## config.mk

```make
export PLATFORM = sky130hd
export DESIGN_NAME = rws_mul
export DESIGN_NICKNAME = d
export VERILOG_FILES = /design/src/rtl/core/rws_pkg.sv /design/src/rtl/core/rws_mul.sv
export SDC_FILE = /design/constraint.sdc
export NUM_CORES = 1
export LEC_CHECK = 0
export ABC_AREA = 0
export BUFFER_PORTS_ARGS = -buffer_cell sky130_fd_sc_hd__buf_2
export CORE_UTILIZATION = 58
export DETAILED_ROUTE_END_ITERATION = 8
export PLACE_DENSITY = 0.78
export SLEW_MARGIN = 20
export SYNTH_ARGS = -nofsm -noshare
export SYNTH_HDL_FRONTEND = slang
export SYNTH_SLANG_ARGS = --single-unit
```

## constraint.sdc

```tcl
create_clock -name clk -period 17.71 [get_ports clk]
set_input_delay 2.6565 -clock clk [delete_from_list [all_inputs] [get_ports clk]]
set_output_delay 2.6565 -clock clk [all_outputs]
set_load 0.01 [all_outputs]
```

## src/rtl/core/rws_pkg.sv

```systemverilog
package rws_pkg;

    // Cumulative sums of squared Q8.8 fitness, unsigned Q26.16
    localparam int SUM_W = 42;
    localparam logic [SUM_W-1:0] SUM_MAX = '1;

    // Result index width
    localparam int IDX_W = 10;

    // Shared multiplier operand widths: a 42-bit total is split into two halves
    localparam int MUL_A_W = SUM_W / 2;
    localparam int MUL_B_W = 16;
    localparam int MUL_P_W = MUL_A_W + MUL_B_W;

    typedef enum logic {
        CMD_LOAD   = 1'b0,
        CMD_SELECT = 1'b1
    } cmd_t;

    typedef struct packed {
        cmd_t        cmd;
        logic        first;
        logic [15:0] fitness;
        logic [15:0] random_fraction;
    } job_t;

    typedef struct packed {
        logic [IDX_W-1:0] chosen_index;
        logic             empty_error;
    } pick_t;

endpackage

```

## src/rtl/core/rws_mul.sv

```systemverilog
module rws_mul (
    input  logic                       clk,
    input  logic [rws_pkg::MUL_A_W-1:0] a,
    input  logic [rws_pkg::MUL_B_W-1:0] b,
    output logic [rws_pkg::MUL_P_W-1:0] p
);
    import rws_pkg::*;

    logic [MUL_P_W-1:0] p_reg;
    logic [MUL_P_W-1:0] p_next;

    // unsigned product, registered
    assign p_next = MUL_P_W'(a) * MUL_P_W'(b);

    always_ff @(posedge clk)
    begin
        p_reg <= p_next;
    end

    assign p = p_reg;

endmodule

```

==> impl_metrics.env, run 1 <==
export IMPL_status="complete, no violations"
export IMPL_drv_slew=0
export IMPL_timing_hold_worst_class="in -> reg"
export IMPL_synth_cell_area_sq_um=11900
export IMPL_ys_ff_latch=37
export IMPL_postSynth_asyncResetShare_pct=0
export IMPL_synth_simple_area_share_pct=16.6
export IMPL_crit_path_start_kind="input port"
export IMPL_post_dp_hpwl_um=22400
export IMPL_final_core_util_pct=63.3
export IMPL_clk_pin_slew_ns=0.05
export IMPL_wl_per_cell_um=16.6
export IMPL_synth_flop_cell="dfxtp_1"
export IMPL_rsz0062_at_grt="no"
export IMPL_dp_slack_ns=8.91
export IMPL_critical_path_max_stage_delay_ns=0.56
export IMPL_post_cts_buffers=0
export IMPL_crit_arrival_ns=8.70
export IMPL_vias=9004
export IMPL_hold_buffers=0
export IMPL_synthCells=1345
export IMPL_die_w_um=145
export IMPL_io_pins=75
export IMPL_worst_slew_pin_slew_ns=0.679
export IMPL_fin_crit_sh_pct=48.2
export IMPL_synth_common_cells="inv_1, fa_1, nand2_1, and2_1, ha_1"
export IMPL_initial_core_util_pct=60.1
export IMPL_portBuffers=74
export IMPL_cp_data_required_time_ns=17.88
export IMPL_synth_largest_area_cell="fa_1"
export IMPL_synth_most_common_cell="inv_1"
export IMPL_numCtsBuffers=5
export IMPL_ctsResizeCount=0
export IMPL_clock_sinks=37
export IMPL_cts_max_path_buffers=2
export IMPL_period_needed_ns=8.53
export IMPL_max_slew_margin_rel_pct=53.5
export IMPL_route_met3_wl_um=1190
export IMPL_routed_wl_um=27200
export IMPL_synth_fa_ha_area_share_pct=56.1
export IMPL_grt_total_usage_pct=27.6
export IMPL_drive_gt1_share_pct=6.80
export IMPL_die_area_sq_um=21000
export IMPL_viasPerCell=5.51
export IMPL_seq_area_frac_synth_pct=6.25
export IMPL_grt_pass1_vias=10100
export IMPL_critPathSlowestCell="a2111oi_0"
export IMPL_place_area_sq_um=12300
export IMPL_fillCellCount=1687
export IMPL_endpoint="p[36]$_DFF_P_"
export IMPL_largest_reg_flops=37
export IMPL_rows=51
export IMPL_gp_congestion=0.887
export IMPL_synth_cell_type_count=52
export IMPL_synthXorXnorAreaFrac_pct=2.29
export IMPL_wl_met1_um=10100
export IMPL_fin_ws_ns=9.18
export IMPL_grt_pass1_wl_um=46500
export IMPL_tns_ns=0
export IMPL_cts_max_level=2
export IMPL_grt_overflow_total=0
export IMPL_cap_violations=0
export IMPL_antenna_found_initial=0
export IMPL_finalSetupViolations=0
export IMPL_wl_met2_um=14500
export IMPL_cp_startpoint="b[1]"
export IMPL_fmax_mhz=117
export IMPL_chipHeight_um=145
export IMPL_drc_errors=0
export IMPL_hold_viol_final=0
export IMPL_cp_cell_sequence="buf_2 -> nand2_1 -> fa_1 -> inv_1 -> fa_1 -> inv_1 -> fa_1 -> inv_1 -> fa_1 -> inv_1 -> fa_1 -> fa_1 -> inv_1 -> ha_1 -> a21oi_1 -> o21ai_0 -> a2111oi_0 -> a211oi_1 -> nor3_1 -> o2111a_1 -> a21oi_1"
export IMPL_ant_nets=0
export IMPL_synth_edf_count=0
export IMPL_finalInstanceArea_sq_um=12500
export IMPL_first_pass_iters=5
export IMPL_highest_layer="met4"
export IMPL_synth_compound_area_share_pct=6.73
export IMPL_avgSynthCellArea_sq_um=8.81
export IMPL_synth_top_cell_area_share_pct=44.6
export IMPL_yosys_warnings=0
export IMPL_critPathCaptureType="register"
export IMPL_synth_top_family_by_area="adder cells"
export IMPL_cts_tree="yes"
export IMPL_synthesis_nets=1756
export IMPL_grt_max_degree=22
export IMPL_path_common_cell="fa_1"
export IMPL_cts_root_buf="clkbuf_16"
export IMPL_area_delta_synth_final_pct=5.25
export IMPL_path_class="in -> reg"
export IMPL_path_max_fanout=21
export IMPL_nets=1779
export IMPL_core_sq_um=19700
export IMPL_drt_initial_drc_count=374
export IMPL_synth_area_mux_share_pct=0
export IMPL_synth_area_leaders="fa_1, ha_1, inv_1"
## logic make-up after synthesis
logic type | Yosys count
AOI/OAI and AO/OA | 111
adders and majority gates | 373
xor gates and xnor gates | 31
and+or+nand+nor | 414
buffers and inverters | 379
DFF | 37
## cells in the final DEF (no fill, tap or decap), drive strengths merged, types with 6 or more instances in the layout
cell | Yosys | routed
nand2 | 222 | 222
xor2 | 18 | 18
o21ai | 19 | 19
xnor2 | 13 | 13
inv | 321 | 321
a21oi | 24 | 24
buf | 1 | 74
ha | 109 | 109
dfxtp | 37 | 37
and2 | 142 | 142
fa | 264 | 264
nand3 | 8 | 8
clkbuf | 57 | 7
a211oi | 6 | 6
nor2 | 23 | 23
o21a | 10 | 10
a21o | 15 | 15
## per-layer routing
layer / GRT usage [%] / vias up
met5: 0 / -
met4: 14.4 / 0
met3: 3.14 / 101
met2: 50.1 / 283
met1: 32.1 / 4601
li1: - / 4019
## layout make-up
cell class	count	area, sq um	area share (%)
timing repair buffer	74	370	2.97
clock buffer	7	143	1.14
multi-input combinational	929	9680	77.6
inverter	321	1200	9.66
tap	265	332	2.66
antenna	1	2.50	0.0201
sequential	37	741	5.94
## critical path, delay by kind of cell
| family | cells | cell delay, ns |
|---|---|---|
| fa+ha+maj | 7 | 3.34 |
| compound gates | 6 | 1.54 |
| buf+inv | 6 | 0.59 |
| simple gates | 2 | 0.55 |
## worst min path at each step
stage | from | slack [ns] | cells past startpoint | end
5_1_grt | a[0] | 2.83 | 2 | p[0]$_DFF_P_
3_3_place_gp | p[1]$_DFF_P_ | 3.05 | 1 | p[1]
4_1_cts | a[0] | 2.81 | 2 | p[0]$_DFF_P_
6_report | a[0] | 2.82 | 2 | p[0]$_DFF_P_
3_5_place_dp | p[7]$_DFF_P_ | 3.05 | 1 | p[7]
2_1_floorplan | a[0] | 2.78 | 1 | p[0]$_DFF_P_
## per-stage QoR
step / std cells / hold slack (ns)
final: 1634 / 2.82
after global routing: 1633 / 2.83
after CTS: 1633 / 2.81
after detailed placement: 1626 / 3.05
after global placement: 1626 / 3.05
after floorplan: 1345 / 2.78
Power of run 1 is not shown: default switching activity piles up to over one toggle a cycle in this logic, so the estimate is an artifact.
==> inputs of run 2 (changes only) <==
- ABC_AREA: 0 -> 1
- PLACE_DENSITY: 0.78 -> 0.81
- clock period: 17.71 -> 7.8 ns (I/O delays scaled with it)
==> impl_metrics.env, run 2 <==
export IMPL_largest_reg_flops=37
export IMPL_hold_viol_final=0
export IMPL_synth_top_cell_area_share_pct=42.3
export IMPL_routed_wl_um=29900
export IMPL_post_dp_hpwl_um=25100
export IMPL_synth_area_leaders="fa_1, inv_1, nand2_1"
export IMPL_cp_depth=22
export IMPL_cts_max_level=2
export IMPL_crit_path_start_kind="input port"
export IMPL_stdcell_count=1971
export IMPL_numCtsBuffers=5
export IMPL_path_buf_inv=6
export IMPL_first_pass_iters=6
export IMPL_hold_buffers=0
export IMPL_area_delta_synth_final_pct=4.90
export IMPL_seq_area_frac_synth_pct=5.92
export IMPL_grt_max_degree=22
export IMPL_gp_congestion=0.935
export IMPL_timing_hold_worst_class="in -> reg"
export IMPL_core_sq_um=21100
export IMPL_die_area_sq_um=22200
export IMPL_synth_edf_count=0
export IMPL_status="complete, no violations"
export IMPL_viasPerCell=5.17
export IMPL_drc_errors=0
export IMPL_yosys_warnings=0
export IMPL_max_slew_margin_rel_pct=62.9
export IMPL_die_w_um=149
export IMPL_synth_cell_type_count=24
export IMPL_synth_cell_area_sq_um=12500
export IMPL_place_area_sq_um=12900
export IMPL_critPathSlowestCell="fa_1"
export IMPL_post_cts_buffers=0
export IMPL_fin_crit_sh_pct=80.2
export IMPL_synthesis_nets=2099
export IMPL_ys_ff_latch=37
export IMPL_avgSynthCellArea_sq_um=7.41
export IMPL_layout_common_cells="inv_1, nand2_1, fa_1"
export IMPL_clk_pin_slew_ns=0.07
export IMPL_synthCells=1688
export IMPL_finalSetupViolations=0
export IMPL_synth_flop_cell="dfxtp_1"
export IMPL_cp_cell_sequence="buf_2 -> nand2_1 -> fa_1 -> inv_1 -> fa_1 -> inv_1 -> fa_1 -> inv_1 -> fa_1 -> fa_1 -> inv_1 -> fa_1 -> inv_1 -> ha_1 -> a21oi_1 -> o21ai_0 -> a21oi_1 -> nand2_2 -> nand2_1 -> nand2_1 -> nand2_1 -> nand2_1"
export IMPL_grt_overflow_total=0
export IMPL_postSynth_asyncResetShare_pct=0
export IMPL_clock_sinks=37
export IMPL_cp_startpoint="b[1]"
export IMPL_crit_arrival_ns=6.44
export IMPL_synth_largest_area_cell="fa_1"
export IMPL_nets=2106
export IMPL_antennaDiodeCount=0
export IMPL_ctsResizeCount=0
export IMPL_io_pins=75
export IMPL_final_core_util_pct=62.2
export IMPL_finalInstanceArea_sq_um=13100
export IMPL_path_class="in -> reg"
export IMPL_min_from="a[0]"
export IMPL_grt_pass1_vias=10800
export IMPL_critPathCaptureType="register"
export IMPL_grt_pass1_wl_um=51000
export IMPL_period_needed_ns=6.25
export IMPL_synth_most_common_cell="inv_1"
export IMPL_tns_ns=0
export IMPL_whs_path_depth=3
export IMPL_synth_common_cells="inv_1, nand2_1, fa_1, ha_1, clkbuf_1"
export IMPL_vias=10200
export IMPL_grt_total_usage_pct=29.4
export IMPL_chipHeight_um=149
export IMPL_final_common_cell="inv_1"
export IMPL_worst_slew_pin_slew_ns=0.556
export IMPL_fmax_mhz=160
export IMPL_rsz0062_at_grt="no"
export IMPL_cap_violations=0
export IMPL_antenna_found_initial=0
export IMPL_fillCellCount=1831
export IMPL_critical_path_max_stage_delay_ns=0.54
export IMPL_path_delay_family="adder cells"
export IMPL_placed_cells=1963
export IMPL_rows=53
export IMPL_wl_per_cell_um=15.2
export IMPL_initial_core_util_pct=59.3
export IMPL_drt_initial_drc_count=590
export IMPL_cts_max_path_buffers=2
export IMPL_cts_root_buf="clkbuf_16"
export IMPL_drive_gt1_share_pct=6.49
export IMPL_path_max_fanout=21
export IMPL_portBuffers=74
export IMPL_cts_tree="yes"
export IMPL_drv_slew=0
export IMPL_path_common_cell="fa_1"
export IMPL_ant_nets=0
export IMPL_cp_data_required_time_ns=7.99
==> run 2: cell count changes in the layout (fill, tap and decap cells not counted), moves of 4 or more <==
| cell | previous run | this run |
|---|---|---|
| a211oi_1 | 6 | 0 |
| inv_1 | 321 | 533 |
| and2_1 | 142 | 0 |
| nand2_1 | 222 | 497 |
| a21oi_1 | 24 | 34 |
| a21o_1 | 15 | 1 |
| nand2_2 | 0 | 15 |
| a31oi_1 | 4 | 0 |
| nand3_1 | 8 | 22 |
| o21a_1 | 9 | 0 |
| nor2_1 | 23 | 45 |
| xnor2_1 | 13 | 1 |
==> run 2: through the flow <==
stage | hold WS, ns | setup WS [ns]
4_1_cts | 1.29 | 1.62
3_5_place_dp | 1.56 | 1.33
3_3_place_gp | 1.56 | 1.38
5_1_grt | 1.31 | 1.33
2_1_floorplan | 1.38 | 1.67
6_report | 1.30 | 1.55
==> run 2: final cells by class <==
cell class / instances / area [sq um] / share of cell area [%]
clock buffers: 6 / 139 / 1.06
clock inverters: 2 / 37.5 / 0.286
multi-input cells: 1043 / 9480 / 72.3
flip-flops and latches: 37 / 741 / 5.65
inverters: 534 / 2000 / 15.3
repair buffers: 74 / 370 / 2.82
well taps: 275 / 344 / 2.62
==> run 2: path summary, 6_finish.rpt <==
kind | endpoint | slack [ns]
worst min-delay path | p[0]$_DFF_P_ | 1.30
worst max-delay path | p[36]$_DFF_P_ | 1.55
==> run 2: cells by family (layout without fill, tap and decap cells) <==
group | count (synthesis) | count (layout) | synth area share (%)
DFF | 37 | 37 | 5.92
adders and majority gates | 373 | 373 | 53.2
and+or+nand+nor | 591 | 591 | 18.8
buffers and inverters | 608 | 616 | 18.3
AOI/OAI and AO/OA | 60 | 60 | 2.55
xor gates and xnor gates | 19 | 19 | 1.33
==> run 2: layer usage <==
layer,part of all wire (%),vias to the layer above,GRT usage (%)
met4,2.4,0,8.57
met3,7.5,73,3.46
met2,51,442,52.2
met1,39,4989,37.6
met5,0,-,0
li1,-,4690,-
==> run 2: tightest hold or removal path, stage by stage <==
cell and delay (ns):
buf_2 0.21, nand2_1 0.11, inv_1 0.04
Power of run 2 is left out for the same reason.
==> inputs of run 3 (changes only) <==
- ABC_AREA: 1 -> 0
- clock period: 7.8 -> 5.2 ns (I/O delays scaled with it)
==> impl_metrics.env, run 3 (synthesized netlist as in run 1, its figures left out) <==
export IMPL_path_delay_family="adder cells"
export IMPL_clk_pin_slew_ns=0.06
export IMPL_io_pins=75
export IMPL_cts_max_level=2
export IMPL_critical_path_max_stage_delay_ns=0.58
export IMPL_grt_total_usage_pct=30.6
export IMPL_die_w_um=145
export IMPL_cp_data_required_time_ns=5.38
export IMPL_path_buf_inv=4
export IMPL_antenna_found_initial=0
export IMPL_wl_per_cell_um=17.6
export IMPL_worst_slew_pin_slew_ns=0.432
export IMPL_grt_pass1_wl_um=51100
export IMPL_clock_sinks=37
export IMPL_crit_arrival_ns=6.08
export IMPL_fin_ws_ns=-0.693
export IMPL_gp_congestion=0.907
export IMPL_vias=9901
export IMPL_final_common_cell="inv_1"
export IMPL_nets=1968
export IMPL_area_delta_synth_final_pct=27.8
export IMPL_initial_core_util_pct=60.1
export IMPL_critPathCaptureType="register"
export IMPL_layout_common_cells="inv_1, fa_1, nand2_1"
export IMPL_largest_reg_flops=37
export IMPL_period_needed_ns=5.89
export IMPL_finalSetupViolations=26
export IMPL_cts_root_buf="clkbuf_16"
export IMPL_portBuffers=74
export IMPL_rows=51
export IMPL_viasPerCell=5.43
export IMPL_crit_path_start_kind="input port"
export IMPL_first_pass_iters=5
export IMPL_post_dp_hpwl_um=25600
export IMPL_grt_overflow_total=0
export IMPL_die_area_sq_um=21000
export IMPL_drt_initial_drc_count=619
export IMPL_timing_hold_ws_ns=0.979
export IMPL_status="finished, violations left"
export IMPL_numCtsBuffers=5
export IMPL_cap_violations=0
export IMPL_grt_pass1_vias=11000
export IMPL_drv_slew=0
export IMPL_drc_errors=0
export IMPL_fmax_mhz=170
export IMPL_grt_max_degree=22
export IMPL_routed_wl_um=32100
export IMPL_max_slew_margin_rel_pct=71.2
export IMPL_path_common_cell="fa_1"
export IMPL_whs_path_depth=3
export IMPL_violations="negative setup slack"
export IMPL_rsz0062_at_grt="yes"
export IMPL_drive_gt1_share_pct=27.1
export IMPL_cts_tree="yes"
export IMPL_timing_hold_worst_class="in -> reg"
export IMPL_chipHeight_um=145
export IMPL_min_from="a[0]"
export IMPL_path_class="in -> reg"
export IMPL_cp_cell_sequence="buf_12 -> and2_4 -> fa_1 -> fa_1 -> fa_1 -> fa_1 -> fa_1 -> inv_1 -> fa_1 -> inv_2 -> ha_4 -> a211o_1 -> a2111oi_4 -> o211ai_1 -> o22ai_2 -> buf_4 -> nor2_2 -> o41a_1 -> xor2_1"
export IMPL_critPathSlowestCell="fa_1"
export IMPL_hold_viol_final=0
export IMPL_path_max_fanout=6
export IMPL_fin_crit_sh_pct=113
export IMPL_holdPathEnd="p[0]$_DFF_P_"
export IMPL_ant_nets=0
export IMPL_cts_max_path_buffers=2
export IMPL_core_sq_um=19700
export IMPL_antennaDiodeCount=0
==> run 3: cell types whose count changed in the layout (fill, tap and decap cells not counted), moves of 20 or more <==
cell	before	now
buf_4	0	166
inv_1	533	297
and2_1	0	127
buf_2	74	43
fa_2	0	20
buf_6	0	23
nor2_1	45	18
inv_2	1	23
fa_1	264	244
nand2_1	497	198
==> run 3: worst max path at each step <==
stage | startpoint | end | slack [ns] | depth (start not counted)
after global placement | b[1] | p[31]$_DFF_P_ | -1.07 | 21
after detailed placement | b[1] | p[31]$_DFF_P_ | -1.19 | 21
after global routing | a[5] | p[35]$_DFF_P_ | -0.86 | 19
after floorplan | b[1] | p[31]$_DFF_P_ | -0.88 | 22
after CTS | b[10] | p[31]$_DFF_P_ | -0.70 | 20
final | a[5] | p[35]$_DFF_P_ | -0.69 | 19
==> run 3: stage by stage <==
step	instance area, sq um	setup WS [ns]	setup TNS (ns)	utilization, %	cells
final	15100	-0.693	-11.93	76.8	1823
after global routing	15100	-0.865	-15.53	76.8	1823
after CTS	14800	-0.704	-11.07	74.9	1809
after detailed placement	14000	-1.19	-24.85	70.8	1793
after global placement	14000	-1.07	-22.81	70.8	1793
after floorplan	12600	-0.881	-9.64	-	1345
==> run 3: metal layers <==
metal / up-vias / track usage (%) / wire length [um]
met1: 4964 / 33.4 / 11200
met4: 0 / 13.7 / 1370
met2: 412 / 58.8 / 17800
met3: 122 / 3.74 / 1760
li1: 4403 / - / -
met5: - / 0 / 0
==> run 3: timing repair <==
action / CTS / global route
hold buffers: 0 / 0
gates cloned: 1 / 3
buffers inserted: 8 / 12
pin swaps: 45 / 35
endpoints found under the setup margin: 27 / 27
gates resized for setup: 152 / 60
==> run 3: area by class of cell <==
type | instances | area (sq um)
multi-input combinational | 929 | 10400
fill | 1235 | 4570
timing repair buffer | 263 | 2310
inverter | 321 | 1210
sequential | 37 | 741
tap | 265 | 332
clock buffer | 6 | 139
clock inverter | 2 | 37.5
Power of run 3 is left out for the same reason.
